<file path="src/rtl/core/rdpf_pkg.sv">
// Package with the shared constants, types and functions of the radix digit unit.
`default_nettype none

package rdpf_pkg;

  localparam int VALUE_WIDTH = 32;
  localparam int MAX_DIGITS  = 32;

  localparam int RADIX_W = 5;
  localparam int DIGIT_W = 5;
  localparam int CHAR_W  = 7;
  localparam int CNT_W   = $clog2(MAX_DIGITS + 1);
  localparam int ADDR_W  = $clog2(MAX_DIGITS);

  localparam logic [RADIX_W-1:0] RADIX_MIN   = RADIX_W'(2);
  localparam logic [RADIX_W-1:0] RADIX_MAX   = RADIX_W'(20);
  localparam logic [RADIX_W-1:0] RADIX_RESET = RADIX_W'(10);
  localparam logic [DIGIT_W-1:0] DIGIT_MAX   = DIGIT_W'(19);
  localparam logic [DIGIT_W-1:0] DEC_MAX     = DIGIT_W'(9);
  localparam logic [CHAR_W-1:0]  CHAR_ZERO   = CHAR_W'(48);
  localparam logic [CHAR_W-1:0]  CHAR_ALPHA  = CHAR_W'(65);

  // Divider: DIV_STEP quotient bits per cycle.
  localparam int DIV_STEP   = 8;
  localparam int DIV_CYCLES = (VALUE_WIDTH + DIV_STEP - 1) / DIV_STEP;
  localparam int DIV_PAD_W  = DIV_CYCLES * DIV_STEP;
  localparam int DIV_CNT_W  = $clog2(DIV_CYCLES + 1);

  localparam int QUEUE_DEPTH = 2;
  localparam int QPTR_W      = $clog2(QUEUE_DEPTH);
  localparam int QCNT_W      = $clog2(QUEUE_DEPTH + 1);

  typedef struct packed {
    logic [VALUE_WIDTH-1:0] value;
    logic [RADIX_W-1:0]     radix;
  } job_t;

  typedef struct packed {
    logic                   start;
    logic [VALUE_WIDTH-1:0] dividend;
    logic [RADIX_W-1:0]     radix;
  } div_req_t;

  typedef struct packed {
    logic                   done;
    logic [VALUE_WIDTH-1:0] quotient;
    logic [DIGIT_W-1:0]     remainder;
  } div_rsp_t;

  function automatic logic [CHAR_W-1:0] char_of(input logic [DIGIT_W-1:0] d);
    logic [CHAR_W-1:0] c;
    if (d <= DEC_MAX) begin
      c = CHAR_ZERO + CHAR_W'(d);
    end else begin
      c = CHAR_ALPHA + CHAR_W'(d) - CHAR_W'(DEC_MAX) - CHAR_W'(1);
    end
    return c;
  endfunction

endpackage

`default_nettype wire

</file>
<file path="src/rtl/core/rdpf_ram.sv">
// Generic RAM with one write port and two enabled, registered read ports.
`default_nettype none

module rdpf_ram #(
  parameter int WIDTH = 8,
  parameter int DEPTH = 32
) (
  input  logic                     clk,
  input  logic                     we,
  input  logic [$clog2(DEPTH)-1:0] waddr,
  input  logic [WIDTH-1:0]         wdata,
  input  logic                     re_a,
  input  logic [$clog2(DEPTH)-1:0] raddr_a,
  output logic [WIDTH-1:0]         rdata_a,
  input  logic                     re_b,
  input  logic [$clog2(DEPTH)-1:0] raddr_b,
  output logic [WIDTH-1:0]         rdata_b
);

  logic [WIDTH-1:0] mem [DEPTH];

  always_ff @(posedge clk) begin
    if (we) begin
      mem[waddr] <= wdata;
    end
    if (re_a) begin
      rdata_a <= mem[raddr_a];
    end
    if (re_b) begin
      rdata_b <= mem[raddr_b];
    end
  end

endmodule

`default_nettype wire

</file>
<file path="src/rtl/core/rdpf_div.sv">
// Iterative divider of a value by a small radix, several quotient bits per cycle.
`default_nettype none

module rdpf_div (
  input  logic              clk,
  input  logic              rst_n,
  input  rdpf_pkg::div_req_t req,
  output rdpf_pkg::div_rsp_t rsp
);
  import rdpf_pkg::*;

  logic                   busy_r, busy_nxt;
  logic                   done_r, done_nxt;
  logic [DIV_CNT_W-1:0]   cnt_r, cnt_nxt;
  logic [DIV_PAD_W-1:0]   sh_r, sh_nxt;
  logic [RADIX_W-1:0]     rem_r, rem_nxt;
  logic [RADIX_W-1:0]     r_r, r_nxt;

  // Restoring division, DIV_STEP bits per cycle. The shift register takes
  // in quotient bits at the bottom as dividend bits leave at the top.
  always_comb begin
    logic [DIV_PAD_W-1:0] sh;
    logic [RADIX_W-1:0]   rem;
    logic [RADIX_W:0]     t;
    sh       = sh_r;
    rem      = rem_r;
    t        = '0;
    busy_nxt = busy_r;
    done_nxt = 1'b0;
    cnt_nxt  = cnt_r;
    sh_nxt   = sh_r;
    rem_nxt  = rem_r;
    r_nxt    = r_r;
    if (req.start && !busy_r) begin
      busy_nxt = 1'b1;
      cnt_nxt  = DIV_CNT_W'(DIV_CYCLES);
      sh_nxt   = DIV_PAD_W'(req.dividend);
      rem_nxt  = '0;
      r_nxt    = req.radix;
    end else if (busy_r) begin
      for (int i = 0; i < DIV_STEP; i++) begin
        t  = {rem, sh[DIV_PAD_W-1]};
        sh = {sh[DIV_PAD_W-2:0], 1'b0};
        if (t >= {1'b0, r_r}) begin
          t     = t - {1'b0, r_r};
          sh[0] = 1'b1;
        end
        rem = t[RADIX_W-1:0];
      end
      sh_nxt  = sh;
      rem_nxt = rem;
      cnt_nxt = cnt_r - DIV_CNT_W'(1);
      if (cnt_r == DIV_CNT_W'(1)) begin
        busy_nxt = 1'b0;
        done_nxt = 1'b1;
      end
    end
  end

  always_ff @(posedge clk) begin
    if (!rst_n) begin
      busy_r <= 1'b0;
      done_r <= 1'b0;
      cnt_r  <= '0;
    end else begin
      busy_r <= busy_nxt;
      done_r <= done_nxt;
      cnt_r  <= cnt_nxt;
    end
    sh_r  <= sh_nxt;
    rem_r <= rem_nxt;
    r_r   <= r_nxt;
  end

  assign rsp.done      = done_r;
  assign rsp.quotient  = sh_r[VALUE_WIDTH-1:0];
  assign rsp.remainder = DIGIT_W'(rem_r);

endmodule

`default_nettype wire

</file>
<file path="src/rtl/core/rdpf_front.sv">
// Front end: radix register, input acceptance with radix clamping, job queue.
`default_nettype none

module rdpf_front (
  input  logic                             clk,
  input  logic                             rst_n,
  input  logic                             cfg_wr_en,
  input  logic [rdpf_pkg::RADIX_W-1:0]     cfg_wr_data,
  input  logic                             in_valid,
  output logic                             in_ready,
  input  logic [rdpf_pkg::VALUE_WIDTH-1:0] in_value,
  output logic                             job_valid,
  output rdpf_pkg::job_t                   job,
  input  logic                             job_pop
);
  import rdpf_pkg::*;

  logic [RADIX_W-1:0] radix_r;
  logic [RADIX_W-1:0] radix_eff;
  job_t               q_r [QUEUE_DEPTH];
  logic [QPTR_W-1:0]  wr_ptr_r, wr_ptr_nxt;
  logic [QPTR_W-1:0]  rd_ptr_r, rd_ptr_nxt;
  logic [QCNT_W-1:0]  cnt_r, cnt_nxt;
  logic               push;
  logic               pop;

  // Out-of-range radix settings fold onto the nearest legal base.
  always_comb begin
    if (radix_r < RADIX_MIN) begin
      radix_eff = RADIX_MIN;
    end else if (radix_r > RADIX_MAX) begin
      radix_eff = RADIX_MAX;
    end else begin
      radix_eff = radix_r;
    end
  end

  assign in_ready  = (cnt_r != QCNT_W'(QUEUE_DEPTH));
  assign push      = in_valid && in_ready;
  assign job_valid = (cnt_r != '0);
  assign pop       = job_pop && job_valid;
  assign job       = q_r[rd_ptr_r];

  always_comb begin
    wr_ptr_nxt = wr_ptr_r;
    rd_ptr_nxt = rd_ptr_r;
    cnt_nxt    = cnt_r;
    if (push) begin
      wr_ptr_nxt = (wr_ptr_r == QPTR_W'(QUEUE_DEPTH - 1)) ? '0 : wr_ptr_r + QPTR_W'(1);
    end
    if (pop) begin
      rd_ptr_nxt = (rd_ptr_r == QPTR_W'(QUEUE_DEPTH - 1)) ? '0 : rd_ptr_r + QPTR_W'(1);
    end
    if (push && !pop) begin
      cnt_nxt = cnt_r + QCNT_W'(1);
    end else if (pop && !push) begin
      cnt_nxt = cnt_r - QCNT_W'(1);
    end
  end

  always_ff @(posedge clk) begin
    if (!rst_n) begin
      radix_r  <= RADIX_RESET;
      wr_ptr_r <= '0;
      rd_ptr_r <= '0;
      cnt_r    <= '0;
    end else begin
      if (cfg_wr_en) begin
        radix_r <= cfg_wr_data;
      end
      wr_ptr_r <= wr_ptr_nxt;
      rd_ptr_r <= rd_ptr_nxt;
      cnt_r    <= cnt_nxt;
    end
    if (push) begin
      q_r[wr_ptr_r] <= '{value: in_value, radix: radix_eff};
    end
  end

endmodule

`default_nettype wire

</file>
<file path="src/rtl/core/rdpf_back.sv">
// Back end: digit extraction into the digit store, palindrome scan and digit output.
`default_nettype none

module rdpf_back (
  input  logic                          clk,
  input  logic                          rst_n,
  input  logic                          job_valid,
  input  rdpf_pkg::job_t                job,
  output logic                          job_pop,
  output logic                          out_valid,
  input  logic                          out_ready,
  output logic [rdpf_pkg::DIGIT_W-1:0]  out_digit,
  output logic [rdpf_pkg::CHAR_W-1:0]   out_char_code,
  output logic                          out_is_palindrome,
  output logic                          out_last_digit
);
  import rdpf_pkg::*;

  typedef enum logic [1:0] {
    S_IDLE,
    S_DIVIDE,
    S_CHECK,
    S_EMIT
  } state_t;

  state_t             state_r, state_nxt;
  logic [RADIX_W-1:0] radix_r, radix_nxt;
  logic [CNT_W-1:0]   n_r, n_nxt, n_inc;
  logic               pal_r, pal_nxt;
  logic [ADDR_W-1:0]  lo_r, lo_nxt;
  logic [ADDR_W-1:0]  hi_r, hi_nxt;
  logic               cmp_pend_r, cmp_pend_nxt;
  logic [ADDR_W-1:0]  e_addr_r, e_addr_nxt;
  logic [CNT_W-1:0]   emit_left_r, emit_left_nxt;
  logic               rd_pend_r, rd_pend_nxt;
  logic               rd_last_r, rd_last_nxt;
  logic               out_valid_r, out_valid_nxt;
  logic [DIGIT_W-1:0] out_digit_r, out_digit_nxt;
  logic [CHAR_W-1:0]  out_char_r, out_char_nxt;
  logic               out_pal_r, out_pal_nxt;
  logic               out_last_r, out_last_nxt;

  div_req_t           div_req;
  div_rsp_t           div_rsp;

  logic               ram_we;
  logic [ADDR_W-1:0]  ram_waddr;
  logic               ram_re_a, ram_re_b;
  logic [ADDR_W-1:0]  ram_raddr_a, ram_raddr_b;
  logic [DIGIT_W-1:0] ram_rdata_a, ram_rdata_b;
  logic               out_load;
  logic               issue;

  rdpf_div u_div (
    .clk   (clk),
    .rst_n (rst_n),
    .req   (div_req),
    .rsp   (div_rsp)
  );

  rdpf_ram #(
    .WIDTH (DIGIT_W),
    .DEPTH (MAX_DIGITS)
  ) u_store (
    .clk     (clk),
    .we      (ram_we),
    .waddr   (ram_waddr),
    .wdata   (div_rsp.remainder),
    .re_a    (ram_re_a),
    .raddr_a (ram_raddr_a),
    .rdata_a (ram_rdata_a),
    .re_b    (ram_re_b),
    .raddr_b (ram_raddr_b),
    .rdata_b (ram_rdata_b)
  );

  assign n_inc     = n_r + CNT_W'(1);
  assign ram_waddr = n_r[ADDR_W-1:0];
  // The store's read register feeds the output register; it moves on when
  // the output register is empty or being taken.
  assign out_load  = rd_pend_r && (!out_valid_r || out_ready);
  assign issue     = (state_r == S_EMIT) && (emit_left_r != '0) && (!rd_pend_r || out_load);

  always_comb begin
    state_nxt        = state_r;
    radix_nxt        = radix_r;
    n_nxt            = n_r;
    pal_nxt          = pal_r;
    lo_nxt           = lo_r;
    hi_nxt           = hi_r;
    cmp_pend_nxt     = cmp_pend_r;
    e_addr_nxt       = e_addr_r;
    emit_left_nxt    = emit_left_r;
    rd_pend_nxt      = rd_pend_r;
    rd_last_nxt      = rd_last_r;
    out_valid_nxt    = out_valid_r;
    out_digit_nxt    = out_digit_r;
    out_char_nxt     = out_char_r;
    out_pal_nxt      = out_pal_r;
    out_last_nxt     = out_last_r;
    job_pop          = 1'b0;
    div_req.start    = 1'b0;
    div_req.dividend = job.value;
    div_req.radix    = job.radix;
    ram_we           = 1'b0;
    ram_re_a         = 1'b0;
    ram_re_b         = 1'b0;
    ram_raddr_a      = e_addr_r;
    ram_raddr_b      = hi_r;

    if (out_valid_r && out_ready) begin
      out_valid_nxt = 1'b0;
    end
    if (out_load) begin
      out_valid_nxt = 1'b1;
      out_digit_nxt = ram_rdata_a;
      out_char_nxt  = char_of(ram_rdata_a);
      out_pal_nxt   = pal_r;
      out_last_nxt  = rd_last_r;
      rd_pend_nxt   = 1'b0;
    end

    case (state_r)
      S_IDLE: begin
        if (job_valid) begin
          job_pop       = 1'b1;
          div_req.start = 1'b1;
          radix_nxt     = job.radix;
          n_nxt         = '0;
          pal_nxt       = 1'b1;
          state_nxt     = S_DIVIDE;
        end
      end
      S_DIVIDE: begin
        if (div_rsp.done) begin
          ram_we = 1'b1;
          n_nxt  = n_inc;
          if (div_rsp.quotient == '0 || n_inc == CNT_W'(MAX_DIGITS)) begin
            lo_nxt       = '0;
            hi_nxt       = n_r[ADDR_W-1:0];
            cmp_pend_nxt = 1'b0;
            state_nxt    = S_CHECK;
          end else begin
            div_req.start    = 1'b1;
            div_req.dividend = div_rsp.quotient;
            div_req.radix    = radix_r;
          end
        end
      end
      S_CHECK: begin
        // Both ends of the digit string are read together and compared in the
        // cycle after, walking inward.
        if (cmp_pend_r && (ram_rdata_a != ram_rdata_b)) begin
          pal_nxt = 1'b0;
        end
        cmp_pend_nxt = 1'b0;
        if (lo_r < hi_r) begin
          ram_re_a     = 1'b1;
          ram_re_b     = 1'b1;
          ram_raddr_a  = lo_r;
          lo_nxt       = lo_r + ADDR_W'(1);
          hi_nxt       = hi_r - ADDR_W'(1);
          cmp_pend_nxt = 1'b1;
        end else if (!cmp_pend_r) begin
          e_addr_nxt    = n_r[ADDR_W-1:0] - ADDR_W'(1);
          emit_left_nxt = n_r;
          state_nxt     = S_EMIT;
        end
      end
      S_EMIT: begin
        if (issue) begin
          ram_re_a      = 1'b1;
          e_addr_nxt    = e_addr_r - ADDR_W'(1);
          emit_left_nxt = emit_left_r - CNT_W'(1);
          rd_pend_nxt   = 1'b1;
          rd_last_nxt   = (emit_left_r == CNT_W'(1));
        end
        if (out_load && rd_last_r) begin
          state_nxt = S_IDLE;
        end
      end
      default: begin
        state_nxt = S_IDLE;
      end
    endcase
  end

  always_ff @(posedge clk) begin
    if (!rst_n) begin
      state_r     <= S_IDLE;
      n_r         <= '0;
      cmp_pend_r  <= 1'b0;
      emit_left_r <= '0;
      rd_pend_r   <= 1'b0;
      rd_last_r   <= 1'b0;
      out_valid_r <= 1'b0;
    end else begin
      state_r     <= state_nxt;
      n_r         <= n_nxt;
      cmp_pend_r  <= cmp_pend_nxt;
      emit_left_r <= emit_left_nxt;
      rd_pend_r   <= rd_pend_nxt;
      rd_last_r   <= rd_last_nxt;
      out_valid_r <= out_valid_nxt;
    end
    radix_r     <= radix_nxt;
    pal_r       <= pal_nxt;
    lo_r        <= lo_nxt;
    hi_r        <= hi_nxt;
    e_addr_r    <= e_addr_nxt;
    out_digit_r <= out_digit_nxt;
    out_char_r  <= out_char_nxt;
    out_pal_r   <= out_pal_nxt;
    out_last_r  <= out_last_nxt;
  end

  assign out_valid         = out_valid_r;
  assign out_digit         = out_digit_r;
  assign out_char_code     = out_char_r;
  assign out_is_palindrome = out_pal_r;
  assign out_last_digit    = out_last_r;

endmodule

`default_nettype wire

</file>
<file path="src/rtl/core/radix_digits_with_palindrome_flag_unit.sv">
// Top level of the radix digit unit: front end, job queue and back end.
//
// The input channel (in_valid, in_ready, in_value) takes one unsigned value per
// item. For each value the output channel (out_valid, out_ready) gives one item
// per digit in the base held in the radix register, most significant digit
// first, with its character code, the palindrome flag of the whole digit string
// and a mark on the final digit. Zero gives the single digit 0.
// The radix register is written through cfg_wr_en and cfg_wr_data, by the user
// only while the unit is idle (the unit does not enforce this); settings below
// 2 act as 2 and above 20 act as 20. Each digit of a value comes from the
// iterative divider, the palindrome scan then runs over the two read ports of
// the digit store, and the digits leave at one per cycle when out_ready stays
// high, each passing through the store's read register and the output register.
// A two-entry queue behind the input lets new values arrive while a conversion
// runs. When the receiver stalls, the output item holds and the back end waits.
// Reset (rst_n low, synchronous) empties the queue, drops any conversion in
// progress and sets the radix to 10.
`default_nettype none

module radix_digits_with_palindrome_flag_unit (
  input  logic                             clk,
  input  logic                             rst_n,
  input  logic                             cfg_wr_en,
  input  logic [rdpf_pkg::RADIX_W-1:0]     cfg_wr_data,
  input  logic                             in_valid,
  output logic                             in_ready,
  input  logic [rdpf_pkg::VALUE_WIDTH-1:0] in_value,
  output logic                             out_valid,
  input  logic                             out_ready,
  output logic [rdpf_pkg::DIGIT_W-1:0]     out_digit,
  output logic [rdpf_pkg::CHAR_W-1:0]      out_char_code,
  output logic                             out_is_palindrome,
  output logic                             out_last_digit
);
  import rdpf_pkg::*;

  logic job_valid;
  logic job_pop;
  job_t job;

  rdpf_front u_front (
    .clk         (clk),
    .rst_n       (rst_n),
    .cfg_wr_en   (cfg_wr_en),
    .cfg_wr_data (cfg_wr_data),
    .in_valid    (in_valid),
    .in_ready    (in_ready),
    .in_value    (in_value),
    .job_valid   (job_valid),
    .job         (job),
    .job_pop     (job_pop)
  );

  rdpf_back u_back (
    .clk               (clk),
    .rst_n             (rst_n),
    .job_valid         (job_valid),
    .job               (job),
    .job_pop           (job_pop),
    .out_valid         (out_valid),
    .out_ready         (out_ready),
    .out_digit         (out_digit),
    .out_char_code     (out_char_code),
    .out_is_palindrome (out_is_palindrome),
    .out_last_digit    (out_last_digit)
  );

endmodule

`default_nettype wire

</file>
<file path="config.mk">
export PLATFORM = sky130hd
export DESIGN_NAME = radix_digits_with_palindrome_flag_unit
export DESIGN_NICKNAME = d
export VERILOG_FILES = /design/src/rtl/core/rdpf_pkg.sv /design/src/rtl/core/rdpf_ram.sv /design/src/rtl/core/rdpf_div.sv /design/src/rtl/core/rdpf_front.sv /design/src/rtl/core/rdpf_back.sv /design/src/rtl/core/radix_digits_with_palindrome_flag_unit.sv
export SDC_FILE = /design/constraint.sdc
export NUM_CORES = 1
export LEC_CHECK = 0
export ABC_AREA = 1
export BUFFER_PORTS_ARGS = -buffer_cell sky130_fd_sc_hd__buf_4
export CORE_ASPECT_RATIO = 1.4
export CORE_MARGIN = 3
export CORE_UTILIZATION = 35
export CTS_CLUSTER_DIAMETER = 60
export DETAILED_ROUTE_END_ITERATION = 16
export PLACE_DENSITY_LB_ADDON = 0.08
export SLEW_MARGIN = 10
export SYNTH_ARGS = -nofsm -noshare
export SYNTH_HDL_FRONTEND = slang
export SYNTH_SLANG_ARGS = --single-unit
</file>
<file path="constraint.sdc">
create_clock -name clk -period 25.2 [get_ports clk]
set_input_delay 3.78 -clock clk [delete_from_list [all_inputs] [get_ports clk]]
set_output_delay 3.78 -clock clk [all_outputs]
set_load 0.03 [all_outputs]
</file>
==> impl_metrics.csv, run 1 <==
group,metric,value,unit
run_status,outcome,"complete, no violations",
logic_synthesis,synth_top_family_by_area,"simple AND/OR/NAND/NOR gates",
die,initial_core_util,35.8,%
timing,final.setup.tns,0,ns
min_path,worstHoldPathCells,0,
logic_synthesis,synth_enable_flop_cells,316,
timing,timing.final.setup_violations,0,
die,io_pins,58,
timing,number_of_max_slew_violations_in_the_final_report,0,
logic_synthesis,post_synth_mux_area_share,0.665,%
global_route,via_count_of_the_first_global_routing_pass,13800,
route,dr.first_iter.drc_count,1086,
route,first_pass_iters,7,
global_route,grt_start_max_net_pins,82,
clocking,htreeDepth,2,
route,antenna_left,0,
timing,max_freq,79.8,MHz
logic_synthesis,yosysTopAreaCellShare,52.6,%
worst_setup_path,crit_arrival,12.76,ns
placed_design,gp_congestion,0.887,
logic_synthesis,yosys_warnings,0,
die,chipWidth,198,um
placed_design,place_hpwl,35.8,mm
timing,grt_setup_unrepaired,"no",
route,post_drt_via_cell_ratio,5.39,
worst_setup_path,worst-r2r-setup-slack,12.67,ns
timing,finalWorstPathRequiredPeriod,12.53,ns
timing,relSlewSlack,25.3,%
timing,final.period_utilization,49.7,%
clocking,cts.repair.resized,0,
worst_setup_path,cpMostUsedCell,"sky130_fd_sc_hd__nand2_1",
placed_design,port_buffers,57,
die,die_h,275,um
worst_setup_path,critical_path.reg2reg.startpoint,"u_back.u_div.r_r[1]",
worst_setup_path,cpMaxStageDelayCell,"sky130_fd_sc_hd__edfxtp_1",
layout,nets,1954,
global_route,global_route.usage.total,19.5,%
worst_setup_path,worst_setup_path_end_kind,"register",
logic_synthesis,ys_top_cells_by_area,"sky130_fd_sc_hd__edfxtp_1 53%, sky130_fd_sc_hd__o21ai_0 5.9%, sky130_fd_sc_hd__nor2_1 5.7%",
logic_synthesis,synthSimpleGateAreaFrac,15.7,%
route,route.final.wire_length,53.5,mm
min_path,hold_class,"register to register",
logic_synthesis,synth_most_common_cell,"sky130_fd_sc_hd__edfxtp_1",
logic_synthesis,synth.cell_area,18100,sq um
layout,layout-drive-gt1-share,9.78,%
logic_synthesis,post-synth-top-area-cell,"sky130_fd_sc_hd__edfxtp_1",
worst_setup_path,required,25.44,ns
logic_synthesis,count_of_mapped_cells_out_of_synthesis,1805,
logic_synthesis,synth.lib_cells_used.distinct,53,
clocking,hold_buffers,0,
timing,finalHoldViolCount,0,
worst_setup_path,timing_worst_setup_path_type,"register to register",
die,placementRows,97,
flow_run,drv_cap,0,
worst_setup_path,rr_worst_depth,73,
global_route,grt-ovfl-total,0,
logic_synthesis,postSynthRegisterBits,354,
route,routed-via-count,13600,
logic_synthesis,synth-xor-area-share,1.84,%
clocking,clock_latency,0.55,ns
clocking,cts.repair_timing.setup_buffer_count,0,
global_route,grt_first_pass_wirelength,81.6,mm
route,post-route-drc-count,0,
clocking,cts-buffers-inserted,39,
worst_setup_path,largest_stage_delay_on_the_critical_path,0.66,ns
timing,fin_skew,0.0241,ns
logic_synthesis,sequential_to_total_area_share_from_yosys_stat,56.8,%
logic_synthesis,postSynthAreaPerCell,10.0,sq um
logic_synthesis,synth-compound-area-share,14.8,%
worst_setup_path,crit_path_max_fanout,10,
logic_synthesis,syn_nets,1918,
clocking,cts-root-to-sink-buffers,3,
route,avgRoutedWirePerCell,21.3,um
logic_synthesis,synthesized_area_fraction_occupied_by_adder_cells,5.25,%
clocking,clk_pin_slew,0.06,ns
layout,flow.area_growth_from_synthesis,13.2,%
die,core_region_area,50500,sq um
clocking,tritoncts_num_sinks,354,
min_path,hold_path_startpoint,"u_back.pal_r",
worst_setup_path,timing.critical_path.from_type,"register",
logic_synthesis,netlist_top_cells_count,"316 x sky130_fd_sc_hd__edfxtp_1, 276 x sky130_fd_sc_hd__nor2_1, 226 x sky130_fd_sc_hd__nand2_1, 213 x sky130_fd_sc_hd__o21ai_0, 149 x sky130_fd_sc_hd__inv_1",
timing,tightestPinTransition,1.12,ns
layout,count_of_antenna_diodes_in_the_layout,0,
logic_synthesis,synth_ff_type,"sky130_fd_sc_hd__edfxtp_1",
logic_synthesis,synth_async_sr_flop_share,0,%
worst_setup_path,crit-reg2reg-capture,"u_back.u_div.sh_r[0]",
clocking,clock_tree.root_cell,"sky130_fd_sc_hd__clkbuf_16",
clocking,tritoncts,"built",
global_route,antenna_found_initial,0,
min_path,hold-path-endpoint,"u_back.out_is_palindrome",
die,area_of_the_die,54400,sq um
==> per-layer routing <==
layer / GRT usage (%) / vias to the layer above / wire length (um)
met1: 22.3 / 6516 / 20700
met5: 0 / - / 0
li1: - / 6530 / -
met2: 36.5 / 394 / 28300
met3: 2.28 / 115 / 2290
met4: 8.57 / 0 / 2250
==> area by class of cell <==
type / count / area, sq um
fillers: 4939 / 30100
multi-input cells: 1211 / 6920
clock buffers: 52 / 1080
clock inverters: 20 / 208
flip-flops and latches: 354 / 10300
repair buffers: 79 / 593
inverters: 156 / 587
well taps: 643 / 805
==> kinds of logic (layout without fill, tap and decap cells) <==
| logic type | Yosys count | in the layout |
|---|---|---|
| DFF | 354 | 354 |
| AOI/OAI and AO/OA | 439 | 439 |
| xor gates and xnor gates | 38 | 38 |
| buffers and inverters | 240 | 307 |
| and+or+nand+nor | 651 | 651 |
| muxes | 12 | 12 |
| adders and majority gates | 71 | 71 |
==> worst max path at each step <==
stage	from	end	slack [ns]	cells past startpoint
3_5_place_dp	u_back.u_div.r_r[1]	u_back.u_div.sh_r[0]	12.74	73
3_3_place_gp	u_back.u_div.r_r[1]	u_back.u_div.rem_r[2]	13.21	74
6_report	u_back.u_div.r_r[1]	u_back.u_div.sh_r[0]	12.67	73
2_1_floorplan	u_back.u_div.r_r[1]	u_back.u_div.rem_r[4]	14.47	75
4_1_cts	u_back.u_div.r_r[1]	u_back.u_div.sh_r[0]	12.68	73
5_1_grt	u_back.u_div.r_r[1]	u_back.u_div.rem_r[3]	11.37	75
==> worst max-delay path: cells and delay by family, from the launching register on <==
kind                     cells  cell delay [ns]
AO/OA/AOI/OAI               11             2.54
buffers and inverters       13             1.27
adder cells (fa/ha/maj)      8             3.08
AND/OR/NAND/NOR             41             4.68
flip-flops                   1             0.66
==> placed cells by master, fill, tap and decap left out, types with 4 or more instances in the layout <==
| cell | n |
|---|---|
| sky130_fd_sc_hd__o21ai_0 | 212 |
| sky130_fd_sc_hd__nor3_1 | 18 |
| sky130_fd_sc_hd__a21oi_1 | 70 |
| sky130_fd_sc_hd__inv_2 | 6 |
| sky130_fd_sc_hd__o211ai_1 | 7 |
| sky130_fd_sc_hd__nor2_1 | 274 |
| sky130_fd_sc_hd__nor4_1 | 4 |
| sky130_fd_sc_hd__a2111oi_0 | 6 |
| sky130_fd_sc_hd__nand2_1 | 225 |
| sky130_fd_sc_hd__nand4_1 | 12 |
| sky130_fd_sc_hd__o21ai_1 | 4 |
| sky130_fd_sc_hd__clkbuf_16 | 40 |
| sky130_fd_sc_hd__a311oi_1 | 4 |
| sky130_fd_sc_hd__nand3_4 | 7 |
| sky130_fd_sc_hd__nor2_2 | 10 |
| sky130_fd_sc_hd__nand2_4 | 5 |
| sky130_fd_sc_hd__a32o_1 | 4 |
| sky130_fd_sc_hd__xnor2_1 | 18 |
| sky130_fd_sc_hd__xor2_1 | 20 |
| sky130_fd_sc_hd__o221ai_1 | 56 |
| sky130_fd_sc_hd__o32ai_1 | 18 |
| sky130_fd_sc_hd__clkinv_1 | 6 |
| sky130_fd_sc_hd__clkbuf_1 | 9 |
| sky130_fd_sc_hd__dfxtp_1 | 37 |
| sky130_fd_sc_hd__ha_1 | 63 |
| sky130_fd_sc_hd__edfxtp_1 | 316 |
| sky130_fd_sc_hd__nor2_4 | 5 |
| sky130_fd_sc_hd__a211oi_1 | 7 |
| sky130_fd_sc_hd__buf_4 | 79 |
| sky130_fd_sc_hd__nand3_1 | 74 |
| sky130_fd_sc_hd__and3_1 | 4 |
| sky130_fd_sc_hd__mux2i_1 | 12 |
| sky130_fd_sc_hd__a32oi_1 | 4 |
| sky130_fd_sc_hd__o22ai_1 | 14 |
| sky130_fd_sc_hd__a31oi_1 | 17 |
| sky130_fd_sc_hd__fa_1 | 8 |
| sky130_fd_sc_hd__inv_1 | 147 |
| sky130_fd_sc_hd__clkinv_2 | 6 |
| sky130_fd_sc_hd__nand2_2 | 6 |
==> stage by stage <==
step / worst slack, ns / cell area, sq um / utilization, % / cells / hold slack [ns]
finish: 12.67 / 20400 / 40.5 / 2515 / 0.424
global route: 11.37 / 20400 / 40.5 / 2515 / 0.435
CTS: 12.68 / 20400 / 40.5 / 2515 / 0.429
detailed placement: 12.74 / 19200 / 37.9 / 2443 / 0.418
global placement: 13.21 / 19200 / 37.9 / 2443 / 0.408
floorplan: 14.47 / 18100 / - / 1805 / 0.400
==> registers in the layout, summed over array words and instances, names as in the netlist, 2 cells and up, named ones only <==
register and cells:
u_back.e_addr_r 5, u_back.emit_left_r 6, u_back.hi_r 5, u_back.lo_r 5
u_back.n_r 6, u_back.out_char_code 7, u_back.out_digit 5, u_back.radix_r 5
u_back.state_r 2, u_back.u_div.cnt_r 3, u_back.u_div.r_r 5, u_back.u_div.rem_r 5
u_back.u_div.sh_r 32, u_back.u_store.mem 160, u_back.u_store.rdata_a 5, u_back.u_store.rdata_b 5
u_front.cnt_r 2, u_front.q_r 74, u_front.radix_r 5
Power of run 1 is not shown: default switching activity piles up to over one toggle a cycle in this logic, so the estimate is an artifact.
==> run 2, diff against run 1 <==
==> constraint.sdc (replaced) <==
create_clock -name clk -period 10.37 [get_ports clk]
set_input_delay 1.5555 -clock clk [delete_from_list [all_inputs] [get_ports clk]]
set_output_delay 1.5555 -clock clk [all_outputs]
set_load 0.03 [all_outputs]
==> impl_metrics.csv, run 2 (synthesis results as in run 1) <==
group,metric,value,unit
route,routed-via-count,14000,
global_route,grt_first_pass_wirelength,82.2,mm
placed_design,placed_cells_incl_taps,2479,
die,chipWidth,198,um
global_route,global_route.usage.total,19.7,%
timing,worst_slack,0.644,ns
placed_design,place_hpwl,36.2,mm
clocking,clock_latency,0.57,ns
global_route,grt-ovfl-total,0,
layout,layout_top_registers,"u_back.u_store.mem (160), u_front.q_r (74), u_back.u_div.sh_r (32)",
layout,finish.cell_count_without_fillers,2565,
flow_run,drv_cap,0,
route,post-route-drc-count,0,
timing,final.period_utilization,93.8,%
clocking,htreeDepth,2,
worst_setup_path,crit_path_max_fanout,8,
layout,filler_cell_count,4847,
layout,flow.area_growth_from_synthesis,17.9,%
timing,finalHoldViolCount,0,
timing,relSlewSlack,28.8,%
timing,timing.final.setup_violations,0,
clocking,tritoncts_num_sinks,354,
timing,fin_skew,0.0243,ns
global_route,grt_start_max_net_pins,57,
global_route,via_count_of_the_first_global_routing_pass,14000,
run_status,outcome,"complete, no violations",
global_route,antenna_found_initial,0,
placed_design,gp_congestion,0.858,
route,route.final.wire_length,54.1,mm
timing,number_of_max_slew_violations_in_the_final_report,0,
die,core_region_area,50500,sq um
clocking,clk_pin_slew,0.06,ns
layout,layout-drive-gt1-share,15.9,%
layout,mostFrequentLayoutCells,"316 x sky130_fd_sc_hd__edfxtp_1, 273 x sky130_fd_sc_hd__nor2_1, 207 x sky130_fd_sc_hd__o21ai_0",
die,placementRows,97,
timing,tightestPinTransition,1.07,ns
clocking,hold_buffers,0,
route,post_drt_via_cell_ratio,5.45,
layout,flip_flop_count_of_the_largest_register_all_copies_and_words_added,160,
clocking,cts-buffers-inserted,41,
timing,worst_hold_slack,0.422,ns
die,initial_core_util,35.8,%
route,dr.first_iter.drc_count,1024,
die,area_of_the_die,54400,sq um
clocking,tritoncts,"built",
worst_setup_path,timing.critical_path.from_type,"register",
worst_setup_path,crit_arrival,10.03,ns
timing,max_freq,103,MHz
placed_design,port_buffers,57,
route,first_pass_iters,8,
placed_design,placement.setup.worst_slack,-0.294,ns
min_path,hold_class,"register to register",
worst_setup_path,largest_stage_delay_on_the_critical_path,0.44,ns
layout,mostFrequentLayoutCell,"sky130_fd_sc_hd__edfxtp_1",
route,antenna_left,0,
die,die_h,275,um
layout,largest-register,"u_back.u_store.mem",
route,avgRoutedWirePerCell,21.1,um
timing,finalWorstPathRequiredPeriod,9.73,ns
die,io_pins,58,
clocking,clock_tree.root_cell,"sky130_fd_sc_hd__clkbuf_16",
worst_setup_path,required,10.67,ns
clocking,cts-root-to-sink-buffers,3,
layout,nets,2005,
worst_setup_path,cpMostUsedCell,"sky130_fd_sc_hd__nand2_1",
worst_setup_path,cpMaxStageDelayCell,"sky130_fd_sc_hd__fa_1",
layout,count_of_antenna_diodes_in_the_layout,0,
timing,final.setup.tns,0,ns
worst_setup_path,timing_worst_setup_path_type,"register to register",
worst_setup_path,worst_setup_path_end_kind,"register",
## run 2: cell types whose count changed in the layout (fill, tap and decap cells not counted), sizes merged
cell      previous run  this run
clkinv              14        13
bufinv               3         6
inv                157       156
buf                 79       128
clkinvlp             2         1
clkbuf              52        53
## run 2: final cells by class
cell class	instances	area [sq um]	share of cell area (%)
Clock inverter	20	284	1.33
Multi-Input combinational cell	1211	7290	34.2
Clock buffer	53	1100	5.18
Tap cell	643	805	3.78
Inverter	156	589	2.77
Sequential cell	354	10200	48.2
Timing Repair Buffer	128	965	4.53
## run 2: repair_timing
action / CTS / global route
pin swaps: 1 / 31
endpoints found under the setup margin: 6 / 6
gates cloned: 0 / 0
buffers inserted: 0 / 13
gates resized for setup: 8 / 75
## run 2: worst paths after layout
path | from | endpoint | slack, ns | cells after the start
max | u_back.u_div.sh_r[31] | u_back.u_div.sh_r[0] | 0.64 | 75
min reg2reg | u_back.pal_r | u_back.out_is_palindrome | 0.42 | 0
max reg2reg | u_back.u_div.sh_r[31] | u_back.u_div.sh_r[0] | 0.64 | 75
min | u_back.pal_r | u_back.out_is_palindrome | 0.42 | 0
## run 2: worst max-delay path, delay by kind of cell, from the launching register on
| family | cells | cell delay, ns |
|---|---|---|
| compound gates | 9 | 1.31 |
| flops | 1 | 0.39 |
| simple gates | 42 | 3.71 |
| buf+inv | 15 | 1.35 |
| fa+ha+maj | 9 | 2.71 |
## run 2: per-layer routing
layer  GRT usage (%)  vias to the layer above  share of wire, %
li1                -                     6627                 -
met3            2.84                      138               4.9
met5               0                        -                 0
met2            36.8                      465                52
met4            9.49                        0               5.1
met1            21.9                     6748                38
## run 2: per-stage QoR
step / utilization [%] / instance area, sq um
after floorplan: - / 18100
after global placement: 38.5 / 19400
after detailed placement: 38.5 / 19400
after CTS: 41.3 / 20800
after global routing: 42.2 / 21300
final: 42.2 / 21300
Power of run 2 is left out for the same reason.
